File: src/hw/rtl/prl_pkg.sv
`default_nettype none

package prl_pkg;

  // fixed field widths
  localparam int unsigned SLOT_W     = 8;
  localparam int unsigned CLAUSE_W   = 9;
  localparam int unsigned KIND_W     = 2;
  localparam int unsigned PSTART_W   = 32;
  localparam int unsigned TSIZE_W    = 9;
  localparam int unsigned CFG_IDX_W  = 2;
  localparam int unsigned CFG_DATA_W = 32;

  // parameter defaults
  localparam int unsigned DEF_ENTRIES   = 256;
  localparam int unsigned DEF_ADDR_BITS = 32;
  localparam int unsigned DEF_NAME_BITS = 16;

  // command codes carried in tuser
  localparam logic CMD_LOAD   = 1'b0;
  localparam logic CMD_LOOKUP = 1'b1;

  // region kinds
  localparam logic [KIND_W-1:0] KIND_FUNC   = 2'd0;
  localparam logic [KIND_W-1:0] KIND_KERNEL = 2'd1;
  localparam logic [KIND_W-1:0] KIND_BEYOND = 2'd2;

  // configuration register indexes
  localparam logic [CFG_IDX_W-1:0] REG_PROGRAM_START = 2'd0;
  localparam logic [CFG_IDX_W-1:0] REG_TABLE_SIZE    = 2'd1;

  // control part of the search token passed from cell to cell
  typedef struct packed {
    logic valid;
    logic hit;
    logic traced;
  } tok_ctl_t;

endpackage

`default_nettype wire

File: src/hw/rtl/prl_cell.sv
`default_nettype none

module prl_cell #(
  parameter int unsigned IDX       = 0,
  parameter int unsigned ADDR_BITS = prl_pkg::DEF_ADDR_BITS,
  parameter int unsigned NAME_BITS = prl_pkg::DEF_NAME_BITS,
  parameter int unsigned CNT_W     = 9
) (
  input  wire                                clk_i,
  input  wire                                rst_ni,
  // entry load, broadcast to all cells
  input  wire                                wr_en_i,
  input  wire  [prl_pkg::SLOT_W-1:0]         wr_slot_i,
  input  wire  [ADDR_BITS-1:0]               wr_end_i,
  input  wire  [NAME_BITS-1:0]               wr_name_i,
  input  wire                                wr_trace_i,
  // lookup context; the user must keep it stable while a token travels, the cell does not enforce it
  input  wire  [ADDR_BITS-1:0]               addr_i,
  input  wire  [CNT_W-1:0]                   used_i,
  // token from the left neighbor
  input  wire  prl_pkg::tok_ctl_t            tok_ctl_i,
  input  wire  [prl_pkg::CLAUSE_W-1:0]       tok_clause_i,
  input  wire  [NAME_BITS-1:0]               tok_name_i,
  // token to the right neighbor
  output prl_pkg::tok_ctl_t                  tok_ctl_o,
  output logic [prl_pkg::CLAUSE_W-1:0]       tok_clause_o,
  output logic [NAME_BITS-1:0]               tok_name_o
);

  logic [ADDR_BITS-1:0]         end_q;
  logic [NAME_BITS-1:0]         name_q;
  logic                         trace_q;
  logic                         slot_hit;
  logic                         active;
  logic                         same_run;
  prl_pkg::tok_ctl_t            ctl_d, ctl_q;
  logic [prl_pkg::CLAUSE_W-1:0] clause_d, clause_q;
  logic [NAME_BITS-1:0]         tname_d, tname_q;

  // this cell's entry, written when a load targets its slot
  assign slot_hit = (IDX < (2 ** prl_pkg::SLOT_W)) &&
                    (wr_slot_i == IDX[prl_pkg::SLOT_W-1:0]);

  always_ff @(posedge clk_i) begin
    if (wr_en_i && slot_hit) begin
      end_q   <= wr_end_i;
      name_q  <= wr_name_i;
      trace_q <= wr_trace_i;
    end
  end

  // search step: count the run of equal names, stop at the first end >= addr
  assign active   = tok_ctl_i.valid && !tok_ctl_i.hit && (CNT_W'(IDX) < used_i);
  assign same_run = (IDX != 0) && (name_q == tok_name_i);

  always_comb begin
    ctl_d    = tok_ctl_i;
    clause_d = tok_clause_i;
    tname_d  = tok_name_i;
    if (active) begin
      clause_d = same_run ? (tok_clause_i + prl_pkg::CLAUSE_W'(1)) : prl_pkg::CLAUSE_W'(1);
      tname_d  = name_q;
      if (end_q >= addr_i) begin
        ctl_d.hit    = 1'b1;
        ctl_d.traced = trace_q;
      end
    end
  end

  // token control
  always_ff @(posedge clk_i or negedge rst_ni) begin
    if (!rst_ni) begin
      ctl_q <= '0;
    end else begin
      ctl_q <= ctl_d;
    end
  end

  // token payload
  always_ff @(posedge clk_i) begin
    clause_q <= clause_d;
    tname_q  <= tname_d;
  end

  assign tok_ctl_o    = ctl_q;
  assign tok_clause_o = clause_q;
  assign tok_name_o   = tname_q;

endmodule

`default_nettype wire

File: config.mk
export PLATFORM = sky130hd
export DESIGN_NAME = prl_cell
export DESIGN_NICKNAME = d
export VERILOG_FILES = /design/src/hw/rtl/prl_pkg.sv /design/src/hw/rtl/prl_cell.sv
export SDC_FILE = /design/constraint.sdc
export NUM_CORES = 1
export LEC_CHECK = 0
export BUFFER_PORTS_ARGS = -buffer_cell sky130_fd_sc_hd__buf_2
export CAP_MARGIN = 20
export CORE_AREA = 2 2 82 104
export CTS_CLUSTER_DIAMETER = 80
export DETAILED_ROUTE_END_ITERATION = 8
export DIE_AREA = 0 0 84 106
export PLACE_DENSITY = 0.74
export SYNTH_ARGS = -nofsm -noshare
export SYNTH_HDL_FRONTEND = slang
export SYNTH_SLANG_ARGS = --single-unit
File: constraint.sdc
create_clock -name clk_i -period 2 [get_ports clk_i]
set_input_delay 0.3 -clock clk_i [delete_from_list [all_inputs] [get_ports clk_i]]
set_output_delay 0.3 -clock clk_i [all_outputs]
set_load 0.005 [all_outputs]
Word-level counts from Yosys, hierarchy flattened
Cells that the tools add are included.
Widths: inputs -> output; s select.
Word-level totals
  flip-flop bits (word level): 77
  input port bits: 129
  output and inout bits: 28
  word-level logic and storage cells: 18
Operators by class
  order comparisons: 2
  muxes and demuxes: 3
  reduce and logical (&&, ||, !) cells: 5
Operators by type and width (number)
  $ge 32x32->1: 1
  $mux 16: 1
  $lt 1x9->1 const A: 1
  $logic_not 8->1: 1
  $mux 2: 2
  $logic_and 1x1->1: 3
  $logic_not 1->1: 1

Depth between registers and ports, before layout
Gate-level depths: netlist of run 1.
  depth in word-level cells: 4
  gate-level depth with buffers: 8
  mapped depth without buffers: 8

Least setup slack after synthesis of run 1
No wires, ideal clock.
  path type: input-to-reg
  from: input port wr_slot_i[2] in the netlist's numbering
  to: register end_q[0], enable pin
  setup time: 0.582 ns
  data arrival time: 5.310 ns
  data required time: 1.418 ns
  setup slack: -3.892 ns
  stages on the path: 3
  path buffers: 0
  cell sequence: nor4_1 -> nand3b_1 -> nor4_1
Between the ends
  cells in the longest elaborated chain, start to end: 2
Ends and longest elaborated chain
  start: declaration: line prl_cell.sv:13  | input wire [prl_pkg::SLOT_W-1:0] wr_slot_i,
  $logic_not 8->1: line prl_cell.sv:42  | (wr_slot_i == IDX[prl_pkg::SLOT_W-1:0]);
  $logic_and 1x1->1: line prl_cell.sv:45  | if (wr_en_i && slot_hit) begin
  end signal: assignment: line prl_cell.sv:46  | end_q <= wr_end_i;
  end: declaration: line prl_cell.sv:30  | logic [ADDR_BITS-1:0] end_q;
Every way passes these cells.
A chain may end at the register's enable or synchronous reset.

==> metrics.md, run 1 <==
| Metric | Value |
|---|---|
| Status | `finished with violations` |
| Failing checks | `setup timing` |
| Unique masters post-synth | `29` |
| Final period utilization | `105%` |
| PwrDens | `744 nW/um^2` |
| DRC | `0` |
| Vias in the first global route | `2,511` |
| Peak supply drop | `0.522 mV` |
| # diodes | `0` |
| Hold wc startpoint | `tok_ctl_i[2]` |
| Slew headroom | `70.8%` |
| GPL Wtd Cong | `0.720` |
| CORE AREA | `8010 sq um` |
| Total routed wirelength | `6680 microns` |
| Yosys top cell area share | `46.4%` |
| Worst-skew pair later-pin latency | `0.34 ns` |
| Top cells by area, synth | `edfxtp_1 (46%), dfxtp_1 (16%), ha_1 (13%), mux2_2 (5.7%), inv_1 (4.0%)` |
| Most common cell in the netlist | `edfxtp_1` |
| Final setup margin | `-0.100 ns` |
| Clk root buf | `clkbuf_8` |
| Cells after Synth | `228` |
| Clock Tree Buf Depth | `2` |
| Seq cells post-synth | `77` |
| First-pass GRT wire length | `10,500 microns` |
| Leak | `0.00207 uW` |
| Initial antenna violation count | `0` |
| Layout area overhead | `40.7%` |
| Clk pin slew, worst setup/hold paths | `0.08 ns` |
| Worst Hold End | `tok_ctl_o[2]` |
| R2R Setup Slk | `-0.10 ns` |
| H-Tree Depth | `3` |
| Sequential area share after synthesis | `64.6%` |
| Critical path endpoint category | `flop` |
| Die X-Extent | `84 microns` |
| Reg2Reg Depth | `7` |
| TritonCTS Buffers | `9` |
| WS Path Type | `reg -> reg` |
| Critical path launch point type | `flop` |
| CP arrival | `2.33 ns` |
| Synth async-reset ratio | `3.90%` |
| Pre-antenna DRT Iters | `4` |
| Overall routing resource usage | `15.3%` |
| Count of final setup violators | `1` |
| # rows | `37` |
| Input/output buffers | `156` |
| RR Endpoint | `tok_ctl_o[0]` |
| I/O pin cnt | `157` |
| ANT nets after route | `0` |
| Hold Fails Final Rpt | `0` |
| HPWL after DPL | `5170 microns` |
| Clock net sink count | `77` |
| Die area | `8900 sq um` |
| Tmin final | `2.10 ns` |
| Grt ovf | `0` |
| Max Freq | `0.476 GHz` |
| Hold path depth | `1` |
| Dominant synthesized flop cell | `edfxtp_1` |
| DIE HEIGHT | `106 microns` |
| Pre-CTS WS | `-0.157 ns` |
| Initial core utilization | `39.6%` |
| Syn_area_per_cell | `13.9 sq um` |
| Worst Skew | `0.00850 ns` |
| Synth warn | `0` |
| Nets | `561` |
| Largest net degree at the start of global routing | `50` |
| Post-synth EDFFs | `49` |
| Syn_nets | `389` |
| Mapped Area | `3170 sq um` |
| Post-synth top cells | `edfxtp_1 (49), inv_1 (34), ha_1 (32)` |
| Initial DRC count | `74` |
| Critical Path Fanout Max | `2` |
| Routed len/inst | `13.3 microns` |
| TritonCTS clock tree | `yes` |
| Via count | `2,330` |
| Required time of the worst setup path | `2.23 ns` |
| Final Util | `55.7%` |
| Max-cap viol count | `0` |
| Worst-margin pin slew | `0.435 ns` |
| Worst r2r src | `end_q[9]` |
| Synth area leader | `edfxtp_1` |
| Fin. max-slew vios | `0` |
| Detailed-route vias per instance | `4.64` |
| RSZ-0062 raised after global routing | `true` |
| Hold Crit Class | `in -> reg` |
| Share of layout cells above drive strength 1 | `51.4%` |
[cell families after synthesis]
logic type | count (synthesis) | share of synthesized area, %
adders and majority gates | 32 | 12.6
AOI/OAI and AO/OA | 26 | 5.37
muxes | 17 | 6.16
buffers and inverters | 36 | 4.30
and+or+nand+nor | 40 | 6.99
DFF | 77 | 64.6
[state kept, by name (all words and copies together), names as in the netlist]
register and cells:
tok_name_o 16, tok_clause_o 9, end_q 32, name_q 16, tok_ctl_o 3, trace_q 1
[report_power, final]
group	internal, uW	switching (uW)	leakage, uW
combinational	188	130	0.00128
clock	722	546	0.000108
sequential	1730	8.56	0.000686
total	2640	684	0.00207
[metal layers]
metal	wire, microns	GRT usage (%)	share of wire (%)
met5	0	0	0
met1	2500	15.6	37
met4	152	8.06	2.3
met2	3480	27.4	52
met3	548	4.97	8.2
[cell usage in the layout (no fill, tap or decap), types with 2 or more instances in the layout]
master    instances
buf_2           156
edfxtp_1         49
inv_1            34
ha_1             29
dfxtp_1          25
mux2_2           16
a21oi_1          11
clkbuf_8         11
nand2_1           9
nor2b_1           8
o21ai_0           5
buf_4             5
nor2_1            4
nand4_1           4
ha_4              3
dfrtp_1           3
nand3_1           2
a221oi_1          2
a21oi_2           2
and4_4            2
nand2b_1          2
nor4_4            2
clkbuf_1          2
[repair_timing]
item | 4_1_cts | 5_1_grt
gates resized for setup | 2 | 11
pin swaps | 0 | 3
endpoints found under the hold margin | 3 | 0
endpoints found under the setup margin | 1 | 1
setup buffers | 0 | 0
hold buffers | 1 | 0
[worst max-delay path by stage]
| stage | from | end | slack [ns] | cells after the start |
|---|---|---|---|---|
| 2_1_floorplan | wr_slot_i[2] | end_q[0] | -0.68 | 3 |
| 3_3_place_gp | addr_i[0] | tok_ctl_o[0] | -0.09 | 8 |
| 3_5_place_dp | addr_i[15] | tok_ctl_o[0] | -0.16 | 9 |
| 4_1_cts | end_q[10] | tok_ctl_o[0] | -0.08 | 7 |
| 5_1_grt | end_q[9] | tok_ctl_o[0] | -0.16 | 7 |
| 6_report | end_q[9] | tok_ctl_o[0] | -0.10 | 7 |
[through the flow]
stage / area, sq um / hold slack (ns) / std cells / total power (uW) / setup TNS [ns]
2_1_floorplan: 3200 / 0.00441 / 228 / 1890 / -33.51
3_5_place_dp: 4150 / 0.0989 / 485 / 2080 / -0.157
5_1_grt: 4460 / 0.0656 / 502 / 3460 / -0.158
4_1_cts: 4390 / 0.0662 / 502 / 3360 / -0.0847
3_3_place_gp: 4150 / 0.0951 / 485 / 2070 / -0.0868
6_report: 4460 / 0.0867 / 502 / 3320 / -0.100
[worst max-delay path, cell delays in order (launching register included)]
cell and delay (ns):
edfxtp_1 0.43, ha_4 0.29, and4_4 0.23, nand2_2 0.05
or4_4 0.42, a31oi_4 0.18, a21oi_2 0.06, mux2_4 0.31
[area by class of cell]
class                   instances  area (sq um)
fillers                       706          3550
flip-flops and latches         77          2050
multi-input cells             115          1090
repair buffers                163           848
clock buffers                  14           184
inverters                      34           128
well taps                      97           121
clock inverters                 2          37.5
(Power assumes the default switching activity.)
==> inputs of run 2 (changes only) <==
Settings changed: CORE_AREA 2 2 82 104 to 2 2 66 130, DIE_AREA 0 0 84 106 to 0 0 68 132, PLACE_DENSITY 0.74 to 0.73, RECOVER_POWER set to 50.
==> run 2 against run 1 <==
Global-route usage is 1.9 points higher. Combinational power is 3% higher. Via count is 2.2% higher. Largest power group unchanged. The flow still finishes with violations (setup timing). Die area is 0.81% higher. Critical endpoint unchanged.
==> metrics.md, run 2 (synthesized netlist as in run 1, its figures left out) <==
| Metric | Value |
|---|---|
| GPL Wtd Cong | `0.840 (+17%)` |
| Area of the multi-input gates | `1110 sq um (+1.6%)` |
| Initial antenna violation count | `0 (unchanged)` |
| Die area | `8980 sq um (+0.81%)` |
| Clock Tree Buf Depth | `2 (unchanged)` |
| Failing checks | `setup timing` |
| Met2 wire len | `4410 microns (+27%)` |
| Worst Skew | `0.00438 ns (-0.00412 ns)` |
| Via count | `2,381 (+2.2%)` |
| Hold Crit Class | `in -> reg` |
| Nets | `567 (+1.1%)` |
| Peak supply drop | `0.757 mV (+45%)` |
| Status | `finished with violations` |
| First-pass GRT wire length | `11,300 microns (+7.4%)` |
| Total routed wirelength | `7390 microns (+11%)` |
| CORE AREA | `7940 sq um (-0.83%)` |
| RSZ-0062 raised after global routing | `true` |
| Die X-Extent | `68 microns (-19%)` |
| Final TNS setup | `-0.0867 ns (+0.0135 ns)` |
| CP arrival | `2.29 ns (-0.04 ns)` |
| Worst-margin pin slew | `0.400 ns (-0.0348 ns)` |
| PwrDens | `805 nW/um^2 (+8.1%)` |
| Uppermost layer routed | `met4` |
| Crit-path slowest cell | `or4_4` |
| WS Path Type | `reg -> reg` |
| Clock net sink count | `77 (unchanged)` |
| Final setup margin | `-0.0867 ns (+0.0135 ns)` |
| # diodes | `0 (unchanged)` |
| Vias in the first global route | `2,711 (+8.0%)` |
| Critical Path Fanout Max | `2 (unchanged)` |
| Routed len/inst | `14.6 microns (+9.6%)` |
| Tmin final | `2.09 ns (-0.0135 ns)` |
| Worst hold slack | `0.0959 ns (+0.00919 ns)` |
| CP max stage delay | `0.43 ns (about the same)` |
| Detailed-route vias per instance | `4.70 (+1.2%)` |
| Fin. max-slew vios | `0 (unchanged)` |
| Largest net degree at the start of global routing | `50 (unchanged)` |
| TritonCTS clock tree | `yes` |
| Pre-antenna DRT Iters | `3 (-1)` |
| Critical path endpoint category | `flop` |
| Input/output buffers | `156 (unchanged)` |
| TritonCTS Buffers | `9 (unchanged)` |
| Share of layout cells above drive strength 1 | `48.7% (-2.7 points)` |
| Leak | `0.00211 uW (+2.1%)` |
| Final period utilization | `104% (-0.67 points)` |
| Initial core utilization | `39.9% (+0.33 points)` |
| Layout area overhead | `44.9%` |
| ANT nets after route | `0 (unchanged)` |
| Worst-skew pair later-pin latency | `0.32 ns (-0.02 ns)` |
| Count of final setup violators | `1 (unchanged)` |
| Met1 wire length | `2280 microns (-8.9%)` |
| Clk root buf | `clkbuf_16` |
| Max Freq | `0.479 GHz (+0.64%)` |
| Initial DRC count | `55 (-26%)` |
| I/O pin cnt | `157 (unchanged)` |
| Commonest non-fill, non-tap cell in the layout | `buf_2` |
| # rows | `46 (+24%)` |
| Filler cell count | `708 (+0.28%)` |
| Pre-CTS WS | `-0.508 ns (-0.350 ns)` |
| Slew headroom | `73.1% (+2.4 points)` |
| H-Tree Depth | `3 (unchanged)` |
| Required time of the worst setup path | `2.21 ns (-0.02 ns)` |
| Grt ovf | `0 (unchanged)` |
| Top reg by flops | `end_q` |
| DRC | `0 (unchanged)` |
| Met3 WL | `434 microns (-21%)` |
| Clk pin slew, worst setup/hold paths | `0.06 ns (-0.02 ns)` |
| Max FFs per register | `32 (unchanged)` |
| Sequential cell area | `2050 sq um (unchanged)` |
| Overall routing resource usage | `17.1% (+1.9 points)` |
| Commonest cells after routing, fill and taps aside | `buf_2 (142), edfxtp_1 (49), inv_1 (34)` |
| Hold Fails Final Rpt | `0 (unchanged)` |
| HPWL after DPL | `5850 microns (+13%)` |
| Max-cap viol count | `0 (unchanged)` |
| Crit path cell chain | `ha_1 > and4_4 > nand2_1 > or4_4 > a31oi_4 > a21oi_2 > mux2_4` |
| DIE HEIGHT | `132 microns (+25%)` |
| Critical path launch point type | `flop` |
run 2: report_power, final:
group	switching [uW]	internal, uW	total (uW)
logic	135	191	326
registers	9.75	1730	1740
clock network	592	1040	1630
run 2: worst paths after layout:
check | start | end | slack, ns | cells past startpoint
max in group asynchronous | rst_ni | tok_ctl_o[0] | 1.52 | 2
worst min register to register | name_q[2] | tok_name_o[2] | 0.47 | 1
min in group asynchronous | rst_ni | tok_ctl_o[2] | 0.32 | 2
worst min-delay path | tok_ctl_i[2] | tok_ctl_o[2] | 0.1 | 1
worst max-delay path | end_q[14] | tok_ctl_o[0] | -0.09 | 7
worst max register to register | end_q[14] | tok_ctl_o[0] | -0.09 | 7
run 2: routing by layer:
metal  GRT usage (%)  vias up
li1                -     1175
met1            14.3     1095
met2            32.4       94
met3            4.44       17
met4            10.9        0
met5               0        -
run 2: final cells by class:
class / instances / area share (%)
clock buffer: 11 / 5.53
clock inverter: 5 / 1.25
inverter: 34 / 2.78
multi-input combinational: 115 / 24.2
sequential: 77 / 44.6
tap: 96 / 2.61
timing repair buffer: 169 / 19.1
run 2: timing repair:
item / CTS / global route
hold endpoints to repair: 3 / 0
endpoints found under the setup margin: 2 / 2
pin swaps: 5 / 3
hold buffers: 1 / 0
buffers inserted: 1 / 0
resized for setup: 9 / 6
run 2: worst max-delay path: cells and delay by family (launching register included):
kind / cells / cell delay [ns]
and+or+nand+nor: 3 / 0.71
DFF: 1 / 0.38
muxes: 1 / 0.31
adders and majority gates: 1 / 0.32
AOI/OAI and AO/OA: 2 / 0.25
run 2: per-stage QoR:
stage	cell area (sq um)	utilization (%)	power [uW]	cells
2_1_floorplan	3200	-	1890	228
3_3_place_gp	4190	52.7	2080	489
3_5_place_dp	4190	52.7	2090	489
4_1_cts	4560	57.4	3760	507
5_1_grt	4590	57.8	3850	507
6_report	4590	57.8	3700	507
